===== src/sv/calendar_date_add_days_assert.svh =====
// Assertion helpers shared by the calendar date block.
// Each check is sampled on the rising edge of clk and is off while rst_n is low.
`ifndef CALENDAR_DATE_ADD_DAYS_ASSERT_SVH
`define CALENDAR_DATE_ADD_DAYS_ASSERT_SVH

// Same-cycle implication.
`define CDA_ASSERT_NOW(label, ante, cons, msg) \
  label: assert property (@(posedge clk) disable iff (!rst_n) (ante) |-> (cons)) \
    else $error(msg);

// Next-cycle implication.
`define CDA_ASSERT_NEXT(label, ante, cons, msg) \
  label: assert property (@(posedge clk) disable iff (!rst_n) (ante) |=> (cons)) \
    else $error(msg);

`endif


===== src/sv/cda_pkg.sv =====
`timescale 1ns / 1ps

package cda_pkg;

  localparam int DAY_COUNT_BITS = 16;
  localparam int YEAR_W         = 16;
  localparam int MONTH_W        = 4;
  localparam int DAY_W          = 5;

  localparam logic [MONTH_W-1:0] MONTH_JAN = 4'd1;
  localparam logic [MONTH_W-1:0] MONTH_FEB = 4'd2;
  localparam logic [MONTH_W-1:0] MONTH_APR = 4'd4;
  localparam logic [MONTH_W-1:0] MONTH_JUN = 4'd6;
  localparam logic [MONTH_W-1:0] MONTH_SEP = 4'd9;
  localparam logic [MONTH_W-1:0] MONTH_NOV = 4'd11;
  localparam logic [MONTH_W-1:0] MONTH_DEC = 4'd12;

  localparam logic [DAY_W-1:0] LEN_31 = 5'd31;
  localparam logic [DAY_W-1:0] LEN_30 = 5'd30;
  localparam logic [DAY_W-1:0] LEN_29 = 5'd29;
  localparam logic [DAY_W-1:0] LEN_28 = 5'd28;

  // 25 * INV_25 == 1 mod 2^16; y is a multiple of 25 iff y * INV_25 (mod 2^16) <= MAX_Q25
  localparam logic [YEAR_W-1:0] INV_25  = 16'd23593;
  localparam logic [YEAR_W-1:0] MAX_Q25 = 16'd2621;

  localparam logic CMD_SET = 1'b0;
  localparam logic CMD_ADD = 1'b1;

  typedef enum logic [2:0] {
    ST_IDLE,
    ST_LEAP,
    ST_CLAMP,
    ST_STEP,
    ST_DONE
  } cda_state_t;

  typedef struct packed {
    logic load;
    logic leap_upd;
    logic clamp;
    logic step;
    logic out_load;
  } cda_cmd_t;

  typedef struct packed {
    logic in_add;
    logic add;
    logic overrun;
    logic wrap;
  } cda_status_t;

  function automatic logic is_leap(input logic [YEAR_W-1:0] y);
    logic [2*YEAR_W-1:0] prod;
    logic                div25;
    logic                div4;
    logic                div100;
    logic                div400;
    prod   = y * INV_25;
    div25  = (prod[YEAR_W-1:0] <= MAX_Q25);
    div4   = (y[1:0] == 2'd0);
    div100 = div4 && div25;
    div400 = (y[3:0] == 4'd0) && div25;
    return div400 || (div4 && !div100);
  endfunction

  function automatic logic [DAY_W-1:0] month_len(input logic leap,
                                                 input logic [MONTH_W-1:0] m);
    logic [DAY_W-1:0] len;
    case (m)
      MONTH_APR, MONTH_JUN, MONTH_SEP, MONTH_NOV: len = LEN_30;
      MONTH_FEB: len = leap ? LEN_29 : LEN_28;
      default:   len = LEN_31;
    endcase
    return len;
  endfunction

endpackage


===== src/sv/cda_ctrl.sv =====
`timescale 1ns / 1ps

module cda_ctrl
  import cda_pkg::*;
(
  input  logic        clk,
  input  logic        rst_n,
  input  logic        in_valid,
  output logic        in_stall,
  output logic        out_valid,
  input  logic        out_stall,
  input  cda_status_t status,
  output cda_cmd_t    cmd
);

  cda_state_t state_r, state_nxt;
  logic       out_valid_r, out_valid_nxt;
  logic       out_blocked;

  assign out_blocked = out_valid_r && out_stall;

  always_comb begin
    state_nxt = state_r;
    case (state_r)
      ST_IDLE: begin
        if (in_valid) begin
          state_nxt = (status.in_add == CMD_ADD) ? ST_STEP : ST_LEAP;
        end
      end
      ST_LEAP: begin
        state_nxt = (status.add == CMD_ADD) ? ST_STEP : ST_CLAMP;
      end
      ST_CLAMP: state_nxt = ST_DONE;
      ST_STEP: begin
        if (status.overrun && status.wrap) begin
          // year changed: refresh the leap flag before the next month
          state_nxt = ST_LEAP;
        end else if (!status.overrun) begin
          state_nxt = ST_DONE;
        end
      end
      ST_DONE: begin
        if (!out_blocked) begin
          state_nxt = ST_IDLE;
        end
      end
      default: state_nxt = ST_IDLE;
    endcase
  end

  always_comb begin
    cmd          = '0;
    cmd.load     = (state_r == ST_IDLE) && in_valid;
    cmd.leap_upd = (state_r == ST_LEAP);
    cmd.clamp    = (state_r == ST_CLAMP);
    cmd.step     = (state_r == ST_STEP);
    cmd.out_load = (state_r == ST_DONE) && !out_blocked;
  end

  always_comb begin
    out_valid_nxt = out_valid_r;
    if (cmd.out_load) begin
      out_valid_nxt = 1'b1;
    end else if (out_valid_r && !out_stall) begin
      out_valid_nxt = 1'b0;
    end
  end

  always_ff @(posedge clk) begin
    if (!rst_n) begin
      state_r     <= ST_IDLE;
      out_valid_r <= 1'b0;
    end else begin
      state_r     <= state_nxt;
      out_valid_r <= out_valid_nxt;
    end
  end

  assign in_stall  = (state_r != ST_IDLE);
  assign out_valid = out_valid_r;

endmodule


===== src/sv/cda_dp.sv =====
`timescale 1ns / 1ps

module cda_dp
  import cda_pkg::*;
(
  input  logic                clk,
  input  logic                rst_n,
  input  logic                in_command,
  input  logic [YEAR_W-1:0]   in_new_year,
  input  logic [MONTH_W-1:0]  in_new_month,
  input  logic [DAY_W-1:0]    in_new_day,
  input  logic [15:0]         in_day_count,
  output logic [YEAR_W-1:0]   out_year_out,
  output logic [MONTH_W-1:0]  out_month_out,
  output logic [DAY_W-1:0]    out_day_out,
  input  cda_cmd_t            cmd,
  output cda_status_t         status
);

  logic [YEAR_W-1:0]         year_r, year_nxt;
  logic [MONTH_W-1:0]        month_r, month_nxt;
  logic [DAY_W-1:0]          day_r, day_nxt;
  logic                      leap_r, leap_nxt;
  logic                      add_r, add_nxt;
  logic [DAY_COUNT_BITS-1:0] left_r, left_nxt;
  logic [YEAR_W-1:0]         oyear_r;
  logic [MONTH_W-1:0]        omonth_r;
  logic [DAY_W-1:0]          oday_r;

  logic [DAY_W-1:0]          len;
  logic [DAY_COUNT_BITS:0]   sum;
  logic [DAY_W-1:0]          rest;
  logic                      overrun;
  logic                      wrap;

  assign len     = month_len(leap_r, month_r);
  assign sum     = {{(DAY_COUNT_BITS + 1 - DAY_W){1'b0}}, day_r}
                 + {1'b0, left_r};
  assign overrun = (sum > {{(DAY_COUNT_BITS + 1 - DAY_W){1'b0}}, len});
  assign rest    = len - day_r;
  assign wrap    = (month_r >= MONTH_DEC);

  always_comb begin
    year_nxt  = year_r;
    month_nxt = month_r;
    day_nxt   = day_r;
    leap_nxt  = leap_r;
    add_nxt   = add_r;
    left_nxt  = left_r;
    if (cmd.load) begin
      add_nxt = in_command;
      if (in_command == CMD_SET) begin
        year_nxt = in_new_year;
        if (in_new_month < MONTH_JAN) begin
          month_nxt = MONTH_JAN;
        end else if (in_new_month > MONTH_DEC) begin
          month_nxt = MONTH_DEC;
        end else begin
          month_nxt = in_new_month;
        end
        day_nxt = (in_new_day == '0) ? DAY_W'(1) : in_new_day;
      end else begin
        left_nxt = in_day_count[DAY_COUNT_BITS-1:0];
      end
    end
    if (cmd.leap_upd) begin
      leap_nxt = is_leap(year_r);
    end
    if (cmd.clamp && (day_r > len)) begin
      day_nxt = len;
    end
    if (cmd.step) begin
      if (overrun) begin
        // drop the rest of this month and roll over
        left_nxt = left_r - {{(DAY_COUNT_BITS - DAY_W){1'b0}}, rest};
        day_nxt  = '0;
        if (wrap) begin
          month_nxt = MONTH_JAN;
          year_nxt  = year_r + YEAR_W'(1);
        end else begin
          month_nxt = month_r + MONTH_W'(1);
        end
      end else begin
        day_nxt = sum[DAY_W-1:0];
      end
    end
  end

  always_ff @(posedge clk) begin
    if (!rst_n) begin
      year_r  <= '0;
      month_r <= MONTH_JAN;
      day_r   <= DAY_W'(1);
      leap_r  <= 1'b1;
      add_r   <= CMD_SET;
    end else begin
      year_r  <= year_nxt;
      month_r <= month_nxt;
      day_r   <= day_nxt;
      leap_r  <= leap_nxt;
      add_r   <= add_nxt;
    end
  end

  always_ff @(posedge clk) begin
    left_r <= left_nxt;
    if (cmd.out_load) begin
      oyear_r  <= year_r;
      omonth_r <= month_r;
      oday_r   <= day_r;
    end
  end

  always_comb begin
    status         = '0;
    status.in_add  = in_command;
    status.add     = add_r;
    status.overrun = overrun;
    status.wrap    = wrap;
  end

  assign out_year_out  = oyear_r;
  assign out_month_out = omonth_r;
  assign out_day_out   = oday_r;

endmodule


===== src/sv/calendar_date_add_days.sv =====
// Sequencing: after acceptance a set transaction passes through LEAP, CLAMP and DONE; an add
// repeats STEP for each month crossed, with LEAP at each year crossed, then goes to DONE.
// Only one transaction is in flight at a time: in_stall stays high until the FSM is idle.
// The output register lets the next transaction start while a result waits.
// Reset (synchronous, rst_n low): date 0000-01-01, idle, no result pending.
`timescale 1ns / 1ps

`include "calendar_date_add_days_assert.svh"

module calendar_date_add_days
  import cda_pkg::*;
(
  input  logic               clk,
  input  logic               rst_n,
  input  logic               in_valid,
  output logic               in_stall,
  input  logic               in_command,
  input  logic [YEAR_W-1:0]  in_new_year,
  input  logic [MONTH_W-1:0] in_new_month,
  input  logic [DAY_W-1:0]   in_new_day,
  input  logic [15:0]        in_day_count,
  output logic               out_valid,
  input  logic               out_stall,
  output logic [YEAR_W-1:0]  out_year_out,
  output logic [MONTH_W-1:0] out_month_out,
  output logic [DAY_W-1:0]   out_day_out
);

  cda_cmd_t    cmd;
  cda_status_t status;
  logic        out_date_ok;

  cda_ctrl u_ctrl (
    .clk       (clk),
    .rst_n     (rst_n),
    .in_valid  (in_valid),
    .in_stall  (in_stall),
    .out_valid (out_valid),
    .out_stall (out_stall),
    .status    (status),
    .cmd       (cmd)
  );

  cda_dp u_dp (
    .clk           (clk),
    .rst_n         (rst_n),
    .in_command    (in_command),
    .in_new_year   (in_new_year),
    .in_new_month  (in_new_month),
    .in_new_day    (in_new_day),
    .in_day_count  (in_day_count),
    .out_year_out  (out_year_out),
    .out_month_out (out_month_out),
    .out_day_out   (out_day_out),
    .cmd           (cmd),
    .status        (status)
  );

  assign out_date_ok = (out_day_out != '0) && (out_month_out >= MONTH_JAN)
                     && (out_month_out <= MONTH_DEC);

  `CDA_ASSERT_NEXT(a_busy_after_accept, in_valid && !in_stall, in_stall, "idle after accept")
  `CDA_ASSERT_NOW(a_no_result_overwrite, cmd.out_load, !(out_valid && out_stall), "lost result")
  `CDA_ASSERT_NOW(a_result_in_range, out_valid, out_date_ok, "result date out of range")

endmodule


===== config.mk =====
export PLATFORM = sky130hd
export DESIGN_NAME = calendar_date_add_days
export DESIGN_NICKNAME = d
export VERILOG_FILES = /design/src/sv/cda_pkg.sv /design/src/sv/cda_ctrl.sv /design/src/sv/cda_dp.sv /design/src/sv/calendar_date_add_days.sv
export VERILOG_INCLUDE_DIRS = /design/src /design/src/sv
export SDC_FILE = /design/constraint.sdc
export NUM_CORES = 1
export LEC_CHECK = 0
export BUFFER_PORTS_ARGS = -buffer_cell sky130_fd_sc_hd__buf_2
export CAP_MARGIN = 20
export CELL_PAD_IN_SITES_DETAIL_PLACEMENT = 0
export CELL_PAD_IN_SITES_GLOBAL_PLACEMENT = 2
export CORE_MARGIN = 4
export CORE_UTILIZATION = 33
export DETAILED_ROUTE_END_ITERATION = 12
export GPL_TIMING_DRIVEN = 0
export PLACE_DENSITY = 0.88
export SKIP_CTS_REPAIR_TIMING = 1
export SLEW_MARGIN = 40
export SYNTH_ARGS = -nofsm -noshare
export SYNTH_HDL_FRONTEND = slang
export SYNTH_SLANG_ARGS = --single-unit

===== constraint.sdc =====
create_clock -name clk -period 4.3 [get_ports clk]
set_input_delay 1.075 -clock clk [delete_from_list [all_inputs] [get_ports clk]]
set_output_delay 1.075 -clock clk [all_outputs]
set_load 0.02 [all_outputs]

; ---- Yosys cells after proc, flatten, opt, wreduce, memory -nomap -nowiden
; Cells that the tools add are included.
[op_classes]
addsub = 5
n_mul = 1
magnitude_cmp = 6
n_eq_ne = 13
n_mux = 33
n_reduce_logical = 23
[ops]
columns = cell, count
row1 = 16-bit two-way mux, 9
row2 = 5-bit two-way mux, 6
row3 = 4-bit two-way mux, 7
row4 = 5-bit by 16-bit adder with 17-bit output, 1
row5 = 17-bit by 5-bit > comparator with 1-bit output, 1
row6 = 16-bit by 1-bit adder with 16-bit output (second input constant), 1
row7 = 16-bit by 12-bit less-or-equal comparator with 1-bit output (second input constant), 1
row8 = 16-bit by 15-bit multiplier with 16-bit output (second input constant), 1
row9 = 16-bit by 5-bit subtractor with 16-bit output, 1
row10 = 3-bit one-hot mux with 5 select lines, 1
row11 = 3-bit two-way mux, 4
row12 = 5-bit one-hot mux with 2 select lines, 1
row13 = 1-bit logical AND, 9
row14 = 4-bit by 3-bit equality test with 1-bit output (second input constant), 2
row15 = 4-bit equality test (second input constant), 2
row16 = 3-bit by 2-bit equality test with 1-bit output (second input constant), 2
row17 = 3-bit nonzero test, 2
row18 = 5-bit > comparator, 1
row19 = 5-bit logical NOT, 1
row20 = 5-bit subtractor, 1
row21 = 4-bit by 1-bit adder with 4-bit output (second input constant), 1
row22 = 4-bit by 2-bit equality test with 1-bit output (second input constant), 1
row23 = 4-bit >= comparator (second input constant), 1
row24 = 4-bit > comparator (second input constant), 1
row25 = 17 further kinds, 23
[word_totals]
reg_bits = 72
input_bits = 46
out_inout_bits = 27
elab_cells = 92

; ---- Depth between registers and ports, before layout
[logic_depth]
depth_word = 7
depth_mapped = 18
mapped_depth_nobuf = 18

; ---- Hierarchy
; From an unflattened synthesis, not the netlist that was laid out.
[hier_totals]
hier_cells = 652
area_unflattened_um2 = 5974.5
[by_module_without_submodules]
columns = mod, instances, cells_per_inst, area_each_um2, seq_area_each_um2
row1 = cda_dp, 1, 622, 5726.7, 1611.5
row2 = cda_ctrl, 1, 30, 247.7, 80.1

; ---- Least setup slack after synthesis
; Ideal clock, no wire load.
[synth_timing]
path_kind = flip-flop to flip-flop
from = register u_dp.year_r[0]
to = register u_dp.leap_r
arrival_ns = 3.904
required_ns = 4.160
path_slack_ns = 0.256
stages_incl_launch_ff = 15
path_buffers = 0
period_less_slack_ns = 4.044
cell_sequence = dfxtp_1 > ha_1 > ha_1 > inv_1 > fa_1 > fa_1 > inv_1 > fa_1 > ha_1 > ha_1 > nor3b_1 > nor4_1 > nand3b_1 > nor3_1 > a32oi_1
[synth_between]
elab_chain_len = 6
word_cells_on_any_way = 9
classes_between = 1 x mul / 1 x order compare / 7 x reduce/logical
[synth_lines]
columns = item, line_no
row1 = "start, declared", cda_dp.sv:20  ; logic [YEAR_W-1:0] year_r, year_nxt;
row2 = "start signal, assigned", cda_dp.sv:97  ; year_r <= year_nxt;
row3 = 16-bit by 15-bit multiplier with 16-bit output, cda_pkg.sv:59  ; prod = y * INV_25;
row4 = 16-bit by 12-bit less-or-equal comparator with 1-bit output, cda_pkg.sv:60  ; div25 = (prod[YEAR_W-1:0] <= MAX_Q25);
row5 = 1-bit logical AND, cda_pkg.sv:62  ; div100 = div4 && div25;
row6 = 1-bit logical NOT, cda_pkg.sv:64  ; return div400 || (div4 && !div100);
row7 = 1-bit logical AND, cda_pkg.sv:64
row8 = 1-bit logical OR (*), cda_pkg.sv:64
row9 = "end signal, assigned", cda_dp.sv:100  ; leap_r <= leap_nxt;
row10 = "end, declared", cda_dp.sv:23  ; logic leap_r, leap_nxt;
; Every way passes the cells marked *; elsewhere a longest branch is shown, timed or not.
; A chain may end at the register's enable or synchronous reset.

; ---- Worst setup path after layout
[layout_timing]
from = register u_dp.year_r[11]
to = register u_dp.leap_r
[layout_between]
elab_chain_len = 6
word_cells_on_any_way = 7
classes_between = 1 x mul / 1 x order compare / 5 x reduce/logical
[layout_lines]
columns = item, line_no
row1 = 16-bit by 15-bit multiplier with 16-bit output (*), cda_pkg.sv:59
row2 = 16-bit by 12-bit less-or-equal comparator with 1-bit output (*), cda_pkg.sv:60
row3 = 1-bit logical AND, cda_pkg.sv:62
row4 = 1-bit logical NOT, cda_pkg.sv:64
row5 = 1-bit logical AND, cda_pkg.sv:64
row6 = 1-bit logical OR (*), cda_pkg.sv:64
; Marks and branches as above.

==> metrics.md <==
| Metric | Value |
|---|---|
| Max-Cap Viols | `0` |
| Top cell by count, worst path | `fa_1` |
| Syn nets | `816` |
| Int Pwr | `1.84 mW` |
| Setup TNS Final | `0 ns` |
| Highest Clock Rate | `0.245 GHz` |
| Routed wire per std cell | `16.8 um` |
| Period minus WS final | `4.09 ns` |
| Status | `completed` |
| Placed Area | `6650 um2` |
| Family with the most delay on the worst path | `adder cells` |
| Commonest non-fill, non-tap cell in the layout | `buf_2` |
| Max H-tree Level | `3` |
| CP Cell Sequence | `ha_1, fa_1, ha_1, inv_1, fa_1, inv_1, fa_1, ha_4, ha_4, nor3b_1, nor4_1, nand3b_1, nor3_2, a32oi_1` |
| Routability cong. | `0.818` |
| Pin count of the biggest net entering global routing | `18` |
| Sequential Power Share | `30.8%` |
| GR Overflow Total | `0` |
| Most frequent cells in the layout | `buf_2 (77), ha_1 (76), inv_1 (72)` |
| Commonest register cell after synthesis | `dfxtp_1` |
| Die height | `143 um` |
| Post-Syn Area per Cell | `8.96 um2` |
| Area grow syn2layout | `18.2%` |
| DR pass1 iterations | `4` |
| Distinct cells, synth | `70` |
| Synth async-reset ratio | `0%` |
| Setup-failing EPs final | `0` |
| FILL cells | `1815` |
| Worst skew pair latency | `0.35 ns` |
| Worst-path clk slew | `0.06 ns` |
| Die Area | `20400 um2` |
| Final wirelength | `16500 um` |
| Hold_ws | `0.507 ns` |
| Setup CP Type | `register to register` |
| Final core occ | `40.4%` |
| Final nets | `901` |
| Crit start category | `register` |
| FF-to-FF path depth | `14` |
| Buf/Inv on CP | `2` |
| Slew Limit Fails | `0` |
| CP required | `4.50 ns` |
| Io pins | `73` |
| Syn Inst Count | `668` |
| Design Area, Final | `7080 um2` |
| Critical path fanouts, max | `6` |
| Cts bufs inserted | `9` |
| Clock Tree Root | `clkbuf_16` |
| Crit path DAT | `4.29 ns` |
| Mapped cell area | `5990 um2` |
| YS warnings | `0` |
| Sink Count | `72` |
| LEAKAGE | `3.25 nW` |
| First-pass GRT wire length | `26600 um` |
| Die X | `143 um` |
| 1st-iter DRT viols | `267` |
| Pwr Density | `432 nW/um2` |
| Worst R2R End | `u_dp.leap_r` |
| Total vias in the final route | `5127` |
| Final cell count without fillers | `983` |
| Max stage delay cell, worst path | `fa_1` |
| Initial antenna violation count | `0` |
| Post-Place Cells | `965` |
| Pre-CTS setup slack | `-0.359 ns` |
| Max IR drop VDD | `0.197 mV` |
| Row cnt | `48` |
| Layout cell share with drive strength beyond 1 | `18.9%` |
| Worst path max stage delay | `0.54 ns` |
| Combinational share of power | `43.3%` |
| Share of total power in the clock network | `25.9%` |
| Port buffer count | `71` |
| DRC violations left | `0` |
| Number of global-route vias before repair | `4992` |
| N_diodes | `0` |
| CORE AREA | `17500 um2` |
| Setup crit start | `u_dp.year_r[11]` |
| Final ANT Viol Nets | `0` |
| Final hold vios | `0` |
| Crit end category | `register` |
| Critical path depth | `14` |
| Slew headroom | `54.2%` |
| DP Wirelength | `12700 um` |
| Final Power | `3.06 mW` |
| Seq/Total Area, Yosys | `28.2%` |
| CP Capture Point | `u_dp.leap_r` |
| Synth Register Bits | `72` |
| Net Switching | `1.22 mW` |
| Setup ws final | `0.211 ns` |
| Vias/cell | `5.22` |
| Sw frac | `39.9%` |
| Reg2reg start | `u_dp.year_r[11]` |
| Hold crit path type | `register to register` |
| Initial Utilization | `34.1%` |
| Post-synth EDFFs | `25` |
| Fin crit share | `95.1%` |
| Final clock skew | `0.00871 ns` |
| Worst slew pin tran | `0.688 ns` |
| CTS Buffer Depth | `2` |
| Total GRT Usage | `16.6%` |
| CTS tree | `done` |
| Setup slack, reg-to-reg | `0.21 ns` |
==> sequential cells by signal, indices dropped and copies added, names as in the netlist, 3 cells and up <==
| name | cells |
|---|---|
| u_dp.year_r | 16 |
| u_dp.left_r | 16 |
| u_dp.day_r | 5 |
| u_dp.month_r | 4 |
| u_ctrl.state_r | 3 |
| u_dp.out_month_out | 4 |
| u_dp.out_day_out | 5 |
| u_dp.out_year_out | 16 |
==> worst reg2reg max path, cell delays in order, from the launching register on <==
cell and delay, ns:
dfxtp_2 0.41, ha_1 0.28, fa_1 0.48, ha_1 0.29, inv_1 0.05, fa_1 0.54, inv_1 0.05, fa_1 0.53
ha_4 0.23, ha_4 0.25, nor3b_1 0.14, nor4_1 0.32, nand3b_1 0.14, nor3_2 0.15, a32oi_1 0.08
==> cell usage after synthesis, drive strengths merged (6+ instances only) <==
library cell,number,share of area [%]
or3,10,1.0
xor2,11,1.6
nor3,17,1.4
o21a,6,0.75
ha,81,17
a31oi,15,1.6
fa,21,7.0
and3,8,0.84
clkbuf,16,1.0
a21o,10,1.3
mux2i,14,2.3
edfxtp,25,13
nand2,59,3.7
o21ai,28,2.4
nand3,31,2.6
o211ai,7,0.96
inv,73,4.6
buf,16,2.1
dfxtp,47,16
nand2b,8,0.84
xnor2,17,2.5
nor4,6,0.63
nand4,6,0.88
nor2,36,2.3
a21oi,28,2.3
==> cell type report <==
type	instances	area, um2	area share, %
Timing Repair Buffer	74	385	5.44
Buffer	32	185	2.62
Clock buffer	9	225	3.18
Sequential cell	72	1720	24.2
Tap cell	225	282	3.98
Multi-Input combinational cell	491	3940	55.6
Clock inverter	7	77.6	1.10
Inverter	73	274	3.87
==> worst min-delay path by stage <==
stage / cells past startpoint / from / end / slack [ns]
3_3_place_gp: 2 / u_dp.add_r / u_dp.add_r / 0.47
3_5_place_dp: 2 / u_dp.add_r / u_dp.add_r / 0.49
4_1_cts: 2 / u_dp.add_r / u_dp.add_r / 0.50
6_report: 2 / u_dp.add_r / u_dp.add_r / 0.51
2_1_floorplan: 2 / u_dp.add_r / u_dp.add_r / 0.45
5_1_grt: 2 / u_dp.left_r[4] / u_dp.left_r[4] / 0.53
==> per-layer routing <==
layer  share of wire, %  wire (um)  global-route usage, %
met5                  0          0                      0
met4               0.97        160                   4.15
met3                4.6        761                   2.91
met2                 44       7320                   25.7
met1                 50       8260                   24.0
==> kinds of logic (layout without fill, tap and decap cells) <==
| logic type | after synthesis | count (layout) | share of synthesized area [%] |
|---|---|---|---|
| XOR/XNOR | 28 | 28 | 4.10 |
| adder cells (fa/ha/maj) | 102 | 102 | 23.9 |
| flip-flops | 72 | 72 | 28.2 |
| multiplexers | 19 | 19 | 3.28 |
| AO/OA/AOI/OAI | 144 | 144 | 16.4 |
| buffers and inverters | 105 | 195 | 7.67 |
| AND/OR/NAND/NOR | 198 | 198 | 16.3 |
==> power groups by stage <==
stage | clock (mW) | combinational [mW] | sequential, mW
after floorplan | 0 | 0.970 | 0.932
after global placement | 0 | 1.26 | 0.957
after detailed placement | 0 | 1.27 | 0.955
after CTS | 0.812 | 1.28 | 0.942
after global routing | 0.832 | 1.51 | 0.958
final | 0.793 | 1.32 | 0.942
(Power assumes the default switching activity.)
